--- config.mk ---
export PLATFORM = sky130hd
export DESIGN_NAME = data_pdu_burst_segmenter
export DESIGN_NICKNAME = d
export VERILOG_FILES = /design/src/rtl/core/dpbs_pkg.sv /design/src/rtl/core/dpbs_front.sv /design/src/rtl/core/dpbs_fifo.sv /design/src/rtl/core/dpbs_engine.sv /design/src/rtl/core/data_pdu_burst_segmenter.sv
export SDC_FILE = /design/constraint.sdc
export NUM_CORES = 2
export LEC_CHECK = 0
export BUFFER_PORTS_ARGS = -buffer_cell sky130_fd_sc_hd__buf_2
export CORE_ASPECT_RATIO = 2
export CORE_MARGIN = 4
export CORE_UTILIZATION = 56
export CTS_CLUSTER_SIZE = 10
export DETAILED_ROUTE_END_ITERATION = 8
export PLACE_DENSITY = 0.77
export SKIP_CTS_REPAIR_TIMING = 1
export SYNTH_ARGS = -nofsm -noshare
export SYNTH_HDL_FRONTEND = slang
export SYNTH_SLANG_ARGS = --single-unit
--- constraint.sdc ---
create_clock -name clk -period 8.85 [get_ports clk]
set_input_delay 0.4425 -clock clk [delete_from_list [all_inputs] [get_ports clk]]
set_output_delay 0.4425 -clock clk [all_outputs]
set_load 0.1 [all_outputs]
--- src/rtl/core/dpbs_pkg.sv ---
// shared types and constants of the data pdu burst segmenter
`timescale 1ns / 1ps

package dpbs_pkg;

  localparam int LEN_W = 24;
  localparam int OFS_W = 32;
  localparam int CFG_IDX_W = 2;
  localparam int S_TDATA_W = 64;
  localparam int M_TDATA_W = 168;
  localparam int M_TUSER_W = 3;
  localparam int QUEUE_DEPTH_DEFAULT = 4;

  localparam logic [LEN_W-1:0] MAX_SEGMENT_RESET = 24'd8192;
  localparam logic [LEN_W-1:0] FIRST_BURST_RESET = 24'd65536;
  localparam logic [LEN_W-1:0] MAX_BURST_RESET = 24'd262144;

  localparam logic [CFG_IDX_W-1:0] REG_MAX_SEGMENT = 2'd0;
  localparam logic [CFG_IDX_W-1:0] REG_FIRST_BURST = 2'd1;
  localparam logic [CFG_IDX_W-1:0] REG_MAX_BURST = 2'd2;

  typedef enum logic {
    CMD_START = 1'b0,
    CMD_NEXT  = 1'b1
  } cmd_t;

  typedef enum logic [1:0] {
    KIND_IMMEDIATE   = 2'd0,
    KIND_UNSOLICITED = 2'd1,
    KIND_NORMAL      = 2'd2
  } pdu_kind_t;

  typedef struct packed {
    logic [LEN_W-1:0] max_segment_length;
    logic [LEN_W-1:0] first_burst_length;
    logic [LEN_W-1:0] max_burst_length;
  } cfg_t;

  typedef struct packed {
    cmd_t             command;
    logic [OFS_W-1:0] transfer_length;
    logic             has_immediate;
    logic [LEN_W-1:0] immediate_length;
    logic [LEN_W-1:0] unsolicited_length;
  } entry_t;

  typedef struct packed {
    logic             pdu_valid;
    logic [OFS_W-1:0] pdu_offset;
    logic [LEN_W-1:0] pdu_length;
    pdu_kind_t        pdu_kind;
    logic [LEN_W-1:0] sequence_number;
    logic             first_in_sequence;
    logic             last_in_sequence;
    logic [OFS_W-1:0] sequence_start_offset;
    logic [LEN_W-1:0] sequence_bytes;
    logic [LEN_W-1:0] sequence_pdus;
    logic             transfer_done;
  } result_t;

endpackage

--- src/rtl/core/dpbs_front.sv ---
// front end: configuration registers, input acceptance and command classification
`timescale 1ns / 1ps

module dpbs_front
  import dpbs_pkg::*;
(
  input  logic                     clk,
  input  logic                     rst,
  input  logic                     cfg_valid,
  output logic                     cfg_ready,
  input  logic [CFG_IDX_W-1:0]     cfg_index,
  input  logic [LEN_W-1:0]         cfg_data,
  input  logic                     s_tvalid,
  output logic                     s_tready,
  input  logic [S_TDATA_W-1:0]     s_tdata,
  input  logic                     s_tuser,
  input  logic                     queue_full,
  output logic                     push,
  output entry_t                   push_entry,
  output cfg_t                     cfg
);

  cfg_t             cfg_regs;
  logic [OFS_W-1:0] length_in;
  logic [LEN_W-1:0] first_burst_clamped;

  assign cfg_ready = 1'b1;
  assign cfg       = cfg_regs;

  always_ff @(posedge clk) begin
    if (rst) begin
      cfg_regs.max_segment_length <= MAX_SEGMENT_RESET;
      cfg_regs.first_burst_length <= FIRST_BURST_RESET;
      cfg_regs.max_burst_length   <= MAX_BURST_RESET;
    end else if (cfg_valid && cfg_ready) begin
      unique case (cfg_index)
        REG_MAX_SEGMENT: cfg_regs.max_segment_length <= cfg_data;
        REG_FIRST_BURST: cfg_regs.first_burst_length <= cfg_data;
        REG_MAX_BURST:   cfg_regs.max_burst_length   <= cfg_data;
        default: ;
      endcase
    end
  end

  assign s_tready  = !queue_full;
  assign push      = s_tvalid && s_tready;
  assign length_in = s_tdata[OFS_W-1:0];

  // unsolicited budget is min(transfer length, first burst)
  always_comb begin
    if (length_in < {{(OFS_W-LEN_W){1'b0}}, cfg_regs.first_burst_length}) begin
      first_burst_clamped = length_in[LEN_W-1:0];
    end else begin
      first_burst_clamped = cfg_regs.first_burst_length;
    end
  end

  always_comb begin
    push_entry.command            = cmd_t'(s_tuser);
    push_entry.transfer_length    = length_in;
    push_entry.has_immediate      = s_tdata[OFS_W];
    push_entry.immediate_length   = s_tdata[OFS_W+2+LEN_W-1:OFS_W+2];
    push_entry.unsolicited_length = s_tdata[OFS_W+1] ? first_burst_clamped : '0;
  end

endmodule

--- src/rtl/core/dpbs_fifo.sv ---
// command queue between front end and segmentation engine
`timescale 1ns / 1ps

module dpbs_fifo
  import dpbs_pkg::*;
#(
  parameter int DEPTH = QUEUE_DEPTH_DEFAULT
) (
  input  logic   clk,
  input  logic   rst,
  input  logic   push,
  input  entry_t push_entry,
  output logic   full,
  input  logic   pop,
  output entry_t pop_entry,
  output logic   empty
);

  localparam int PTR_W = (DEPTH > 1) ? $clog2(DEPTH) : 1;
  localparam int CNT_W = $clog2(DEPTH + 1);

  entry_t             slots [DEPTH];
  logic [PTR_W-1:0]   wr_ptr;
  logic [PTR_W-1:0]   rd_ptr;
  logic [CNT_W-1:0]   count;

  assign full      = (count == CNT_W'(DEPTH));
  assign empty     = (count == '0);
  assign pop_entry = slots[rd_ptr];

  always_ff @(posedge clk) begin
    if (push) begin
      slots[wr_ptr] <= push_entry;
    end
  end

  always_ff @(posedge clk) begin
    if (rst) begin
      wr_ptr <= '0;
      rd_ptr <= '0;
      count  <= '0;
    end else begin
      if (push) begin
        wr_ptr <= (wr_ptr == PTR_W'(DEPTH - 1)) ? '0 : wr_ptr + 1'b1;
      end
      if (pop) begin
        rd_ptr <= (rd_ptr == PTR_W'(DEPTH - 1)) ? '0 : rd_ptr + 1'b1;
      end
      if (push && !pop) begin
        count <= count + 1'b1;
      end else if (pop && !push) begin
        count <= count - 1'b1;
      end
    end
  end

endmodule

--- src/rtl/core/dpbs_engine.sv ---
// segmentation engine: transfer state, pdu descriptor generation and output register
`timescale 1ns / 1ps

module dpbs_engine
  import dpbs_pkg::*;
(
  input  logic    clk,
  input  logic    rst,
  input  cfg_t    cfg,
  input  logic    queue_empty,
  input  entry_t  entry,
  output logic    pop,
  output logic    out_valid,
  input  logic    out_ready,
  output result_t out_data
);

  logic [OFS_W-1:0] remaining, remaining_next;
  logic [OFS_W-1:0] current_offset, current_offset_next;
  logic [LEN_W-1:0] burst_bytes, burst_bytes_next;
  logic [LEN_W-1:0] unsolicited_left, unsolicited_left_next;
  logic             immediate_pending, immediate_pending_next;
  logic [LEN_W-1:0] immediate_bytes, immediate_bytes_next;
  logic [LEN_W-1:0] burst_index, burst_index_next;
  logic [LEN_W-1:0] pdus_in_burst, pdus_in_burst_next;
  logic [OFS_W-1:0] burst_start, burst_start_next;
  result_t          result;

  assign pop = !queue_empty && (!out_valid || out_ready);

  always_comb begin
    logic [LEN_W-1:0] len;
    logic [LEN_W-1:0] room;
    logic [LEN_W:0]   burst_sum;
    logic [LEN_W-1:0] pdus_inc;
    logic [OFS_W-1:0] start_ofs;
    logic             first;
    logic             close;
    logic             done;
    pdu_kind_t        kind;

    remaining_next         = remaining;
    current_offset_next    = current_offset;
    burst_bytes_next       = burst_bytes;
    unsolicited_left_next  = unsolicited_left;
    immediate_pending_next = immediate_pending;
    immediate_bytes_next   = immediate_bytes;
    burst_index_next       = burst_index;
    pdus_in_burst_next     = pdus_in_burst;
    burst_start_next       = burst_start;
    result                 = '0;

    len       = '0;
    close     = 1'b0;
    kind      = KIND_NORMAL;
    first     = (pdus_in_burst == '0);
    pdus_inc  = pdus_in_burst + 1'b1;
    start_ofs = first ? current_offset : burst_start;
    room      = (cfg.max_burst_length > burst_bytes) ?
                cfg.max_burst_length - burst_bytes : '0;
    burst_sum = {1'b0, burst_bytes} + {1'b0, cfg.max_segment_length};
    done      = 1'b0;

    if (entry.command == CMD_START) begin
      remaining_next         = entry.transfer_length;
      current_offset_next    = '0;
      burst_bytes_next       = '0;
      burst_index_next       = '0;
      pdus_in_burst_next     = '0;
      burst_start_next       = '0;
      immediate_pending_next = entry.has_immediate;
      immediate_bytes_next   = entry.immediate_length;
      unsolicited_left_next  = entry.unsolicited_length;
    end else if (remaining != '0) begin
      if (immediate_pending) begin
        kind  = KIND_IMMEDIATE;
        close = 1'b1;
        if (remaining < {{(OFS_W-LEN_W){1'b0}}, immediate_bytes}) begin
          len = remaining[LEN_W-1:0];
        end else begin
          len = immediate_bytes;
        end
        immediate_pending_next = 1'b0;
        unsolicited_left_next  = (unsolicited_left > len) ? unsolicited_left - len : '0;
      end else if (unsolicited_left != '0) begin
        kind = KIND_UNSOLICITED;
        if (cfg.max_segment_length >= unsolicited_left) begin
          len   = unsolicited_left;
          close = 1'b1;
        end else begin
          len = cfg.max_segment_length;
        end
        if ({{(OFS_W-LEN_W){1'b0}}, len} > remaining) begin
          len   = remaining[LEN_W-1:0];
          close = 1'b1;
        end
        unsolicited_left_next = unsolicited_left - len;
      end else begin
        kind = KIND_NORMAL;
        if (burst_sum >= {1'b0, cfg.max_burst_length}) begin
          len   = room;
          close = 1'b1;
        end else begin
          len = cfg.max_segment_length;
        end
        if (remaining <= {{(OFS_W-LEN_W){1'b0}}, len}) begin
          len   = remaining[LEN_W-1:0];
          close = 1'b1;
        end
      end

      done  = ({{(OFS_W-LEN_W){1'b0}}, len} >= remaining);
      close = close || done;

      result.pdu_valid             = 1'b1;
      result.pdu_offset            = current_offset;
      result.pdu_length            = len;
      result.pdu_kind              = kind;
      result.sequence_number       = burst_index;
      result.first_in_sequence     = first;
      result.last_in_sequence      = close;
      result.sequence_start_offset = start_ofs;
      result.sequence_bytes        = close ? burst_bytes + len : '0;
      result.sequence_pdus         = close ? pdus_inc : '0;
      result.transfer_done         = done;

      remaining_next      = remaining - {{(OFS_W-LEN_W){1'b0}}, len};
      current_offset_next = current_offset + {{(OFS_W-LEN_W){1'b0}}, len};
      burst_start_next    = start_ofs;
      if (close) begin
        burst_bytes_next   = '0;
        pdus_in_burst_next = '0;
        burst_index_next   = burst_index + 1'b1;
      end else begin
        burst_bytes_next   = burst_bytes + len;
        pdus_in_burst_next = pdus_inc;
      end
    end
  end

  always_ff @(posedge clk) begin
    if (rst) begin
      remaining         <= '0;
      current_offset    <= '0;
      burst_bytes       <= '0;
      unsolicited_left  <= '0;
      immediate_pending <= 1'b0;
      immediate_bytes   <= '0;
      burst_index       <= '0;
      pdus_in_burst     <= '0;
      burst_start       <= '0;
    end else if (pop) begin
      remaining         <= remaining_next;
      current_offset    <= current_offset_next;
      burst_bytes       <= burst_bytes_next;
      unsolicited_left  <= unsolicited_left_next;
      immediate_pending <= immediate_pending_next;
      immediate_bytes   <= immediate_bytes_next;
      burst_index       <= burst_index_next;
      pdus_in_burst     <= pdus_in_burst_next;
      burst_start       <= burst_start_next;
    end
  end

  always_ff @(posedge clk) begin
    if (rst) begin
      out_valid <= 1'b0;
    end else if (pop) begin
      out_valid <= 1'b1;
    end else if (out_ready) begin
      out_valid <= 1'b0;
    end
  end

  always_ff @(posedge clk) begin
    if (pop) begin
      out_data <= result;
    end
  end

endmodule

--- src/rtl/core/data_pdu_burst_segmenter.sv ---
// top level of the data pdu burst segmenter
// an accepted transaction is written into the command queue; the engine pops it and registers its result onto m_*
// throughput: one transaction per cycle while m_tready does not stall the output, set by the engine state update
// the command queue lets input and output stall independently
// reset: synchronous, clears transfer state and queue, loads register defaults; no clearing pass
`timescale 1ns / 1ps

module data_pdu_burst_segmenter
  import dpbs_pkg::*;
#(
  parameter int QUEUE_DEPTH = QUEUE_DEPTH_DEFAULT
) (
  input  logic                 clk,
  input  logic                 rst,
  input  logic                 cfg_valid,
  output logic                 cfg_ready,
  input  logic [CFG_IDX_W-1:0] cfg_index,
  input  logic [LEN_W-1:0]     cfg_data,
  input  logic                 s_tvalid,
  output logic                 s_tready,
  // transfer_length, has_immediate, has_unsolicited, immediate_length, zero fill
  input  logic [S_TDATA_W-1:0] s_tdata,
  // command
  input  logic                 s_tuser,
  output logic                 m_tvalid,
  input  logic                 m_tready,
  // pdu_offset, pdu_length, sequence_number, first_in_sequence, last_in_sequence,
  // sequence_start_offset, sequence_bytes, sequence_pdus, zero fill
  output logic [M_TDATA_W-1:0] m_tdata,
  // pdu_valid, pdu_kind
  output logic [M_TUSER_W-1:0] m_tuser,
  // transfer_done
  output logic                 m_tlast
);

  cfg_t    cfg;
  entry_t  push_entry;
  entry_t  pop_entry;
  logic    push;
  logic    pop;
  logic    queue_full;
  logic    queue_empty;
  result_t out_data;

  dpbs_front u_front (
    .clk        (clk),
    .rst        (rst),
    .cfg_valid  (cfg_valid),
    .cfg_ready  (cfg_ready),
    .cfg_index  (cfg_index),
    .cfg_data   (cfg_data),
    .s_tvalid   (s_tvalid),
    .s_tready   (s_tready),
    .s_tdata    (s_tdata),
    .s_tuser    (s_tuser),
    .queue_full (queue_full),
    .push       (push),
    .push_entry (push_entry),
    .cfg        (cfg)
  );

  dpbs_fifo #(
    .DEPTH (QUEUE_DEPTH)
  ) u_fifo (
    .clk        (clk),
    .rst        (rst),
    .push       (push),
    .push_entry (push_entry),
    .full       (queue_full),
    .pop        (pop),
    .pop_entry  (pop_entry),
    .empty      (queue_empty)
  );

  dpbs_engine u_engine (
    .clk         (clk),
    .rst         (rst),
    .cfg         (cfg),
    .queue_empty (queue_empty),
    .entry       (pop_entry),
    .pop         (pop),
    .out_valid   (m_tvalid),
    .out_ready   (m_tready),
    .out_data    (out_data)
  );

  assign m_tdata = {6'd0,
                    out_data.sequence_pdus,
                    out_data.sequence_bytes,
                    out_data.sequence_start_offset,
                    out_data.last_in_sequence,
                    out_data.first_in_sequence,
                    out_data.sequence_number,
                    out_data.pdu_length,
                    out_data.pdu_offset};
  assign m_tuser = {out_data.pdu_kind, out_data.pdu_valid};
  assign m_tlast = out_data.transfer_done;

endmodule

==> impl_results.md <==
* Buffer depth of the longest clock path at 3
* CP arrival at 10.36 ns
* Setup TNS at -125.65 ns
* DR WL/cell at 27.2 um
* Slew Limit Fails at 2
* Maxcap violations at 1
* Post-layout min period at 9.84 ns
* CP Class: register to register
* Outcome: finished, violations left
* Max VDD drop at 270 uV
* Synth Cell Area at 44300 um2
* CP required at 9.37 ns
* DP Worst Slack at -1.68 ns
* Avg Cell Area, Syn at 10.3 um2
* Chip Width at 207 um
* Global Route Usage Sum at 0.385
* Slowest stage delay, CP at 0.37 ns
* IO Pins at 271
* DR vias/cell at 6.36
* GPL Wtd Cong at 1.08
* Asr flop ratio synth at 0
* Routed wire length at 167000 um
* Routed vias at 39.0k
* Reg area at 20800 um2
* Die Ht at 406 um
* FF-to-FF Start: u_engine.burst_bytes[1]$_SDFFE_PP0P_
* First-pass GRT wire length at 239000 um
* Actual slew at the worst max-slew pin at 1.51 ns
* Post-layout util at 0.696
* Clk_lat worst skew at 0.73 ns
* Multi-input logic area at 22500 um2
* Total grt overflow at 0
* Num Clock Sinks at 793
* Violated checks: hold timing, capacitance limit, slew limit, setup timing
* # setup viols final at 167
* First-pass DRT Iterations at 8
* Synth-to-Final Area Change at 23.0%
* Crit-path max FO at 24
* Worst hold start: s_tdata[6]
* Post-Syn Instances at 4297
* Initial antenna violation count at 4
* Number of global-route vias before repair at 38.7k
* Final period util at 1.11
* Ys flop type: edfxtp_1
* Most common cell after layout, fill and taps aside: buf_4
* Core area at 78200 um2
* Synth Register Bits at 793
* Final Instance Area at 54400 um2
* Crit-path slowest cell: a21oi_4
* Remaining DRCs at 0
* DIE AREA at 83900 um2
* Post-Place Cell Area at 50300 um2
* Yosys warning total at 0
* Cts bufs inserted at 90
* Lkg Pwr at 22.1 nW
* Fraction of layout cells with a size suffix above 1 at 0.237
* PwrDens at 445 nW/um2
* Starting DRT DRC Count at 3762
* Most frequent cells in the layout: buf_4, edfxtp_1, nand2_1
* RSZ-0062 raised after global routing: true
* Final nets at 5456
* Clock Skews at 0.0747 ns
* Starting density of the core at 0.566
* TritonCTS clock tree: done
* Largest net degree at the start of global routing at 100
* H-tree levels at 3
* Sequential fraction of the synthesis area at 0.470
* Final ANT Viol Nets at 0
* HPWL after detailed placement at 122000 um
* Hold slack at -0.00759 ns
* Worst setup SP type: register
* IO buf count at 257
* Clk slew on worst S/H paths at 0.06 ns
* CP startpoint: u_engine.burst_bytes[1]$_SDFFE_PP0P_
* Fmax achieved at 0.102 GHz
* Final hold violations at 4
* Final worst slack at -0.990 ns
* Yosys cell types at 87
* Hold Path Class: input pin to register
* Crit path capture type: register
* Filler cells at 5881
* Post-synth EDFFs at 494
* Most used cell, CP: buf_4
* Row Count at 145
* Slew Limit Headroom at -0.0135
* Root Buffer: clkbuf_16
## area by class of cell
cell class,instances,area share
Multi-Input combinational cell,3045,0.414
Sequential cell,793,0.383
Timing Repair Buffer,855,0.113
Clock buffer,154,0.0458
Tap cell,1029,0.0237
Inverter,250,0.0173
Clock inverter,11,0.00407
Antenna cell,3,0.000138
## registers in the layout, summed over array words and instances, names as in the netlist, 3 cells and up, named ones only
register                   flops
u_fifo.slots                 328
u_engine.out_data            166
u_front.cfg                   72
u_engine.burst_start          32
u_engine.current_offset       32
u_engine.remaining            32
u_engine.burst_bytes          24
u_engine.burst_index          24
u_engine.immediate_bytes      24
u_engine.pdus_in_burst        24
u_engine.unsolicited_left     24
u_fifo.count                   3
## cells by family (layout without fill, tap and decap cells)
family | count (synthesis) | count (layout) | synth area share
other | 2 | 10 | 0.000170
buffers and inverters | 466 | 1270 | 0.0406
and+or+nand+nor | 1308 | 1309 | 0.140
adders and majority gates | 325 | 325 | 0.0932
muxes | 214 | 214 | 0.0719
xor gates and xnor gates | 164 | 164 | 0.0324
AOI/OAI and AO/OA | 1025 | 1026 | 0.151
DFF | 793 | 793 | 0.470
## path summary, 6_finish.rpt
| path | to | slack [ns] | depth (start not counted) |
|---|---|---|---|
| setup / recovery | u_engine.out_data[3]$_SDFFCE_PN0P_ | -0.99 | 51 |
| hold / removal | u_fifo.slots[2][55]$_DFFE_PP_ | -0.008 | 1 |
| setup reg to reg | u_engine.out_data[3]$_SDFFCE_PN0P_ | -0.99 | 51 |
| hold reg to reg | u_engine.immediate_bytes[19]$_SDFFE_PP0P_ | 0.46 | 2 |
## synth_stat cells (81+ instances only)
cell type,count,area share
a21oi_1,347,0.039
and3_1,99,0.014
clkbuf_1,176,0.015
dfxtp_1,299,0.14
edfxtp_1,494,0.34
ha_1,317,0.090
inv_1,249,0.021
mux2i_1,110,0.025
mux4_2,81,0.041
nand2_1,428,0.036
nor2_1,332,0.028
o21ai_0,129,0.015
xnor2_1,103,0.020
## where the power goes
group / switching [W] / total [W] / leakage [nW] / internal, W
sequential: 0.000559 / 0.00533 / 7.11 / 0.00478
clock: 0.00154 / 0.00349 / 1.28 / 0.00196
combinational: 0.0101 / 0.0154 / 13.7 / 0.00528
total: 0.0122 / 0.0242 / 22.1 / 0.0120
## worst max-delay path, delay by kind of cell, from the launching register on
family,cells,cell delay [ns]
flops,1,0.33
compound gates,22,4.25
buf+inv,12,1.95
fa+ha+maj,5,1.42
simple gates,12,1.64
## metal layers
metal  share of wire  GRT usage
met1            0.32      0.390
met2            0.48      0.651
met3           0.072     0.0765
met4            0.13      0.361
met5         0.00015          0
## metrics by stage
stage / total power [W] / cells
finish: 0.0242 / 6140
global route: 0.0252 / 6137
CTS: 0.0230 / 6066
detailed placement: 0.0195 / 5901
global placement: 0.0194 / 5901
floorplan: 0.0144 / 4302
(Power assumes the default switching activity.)
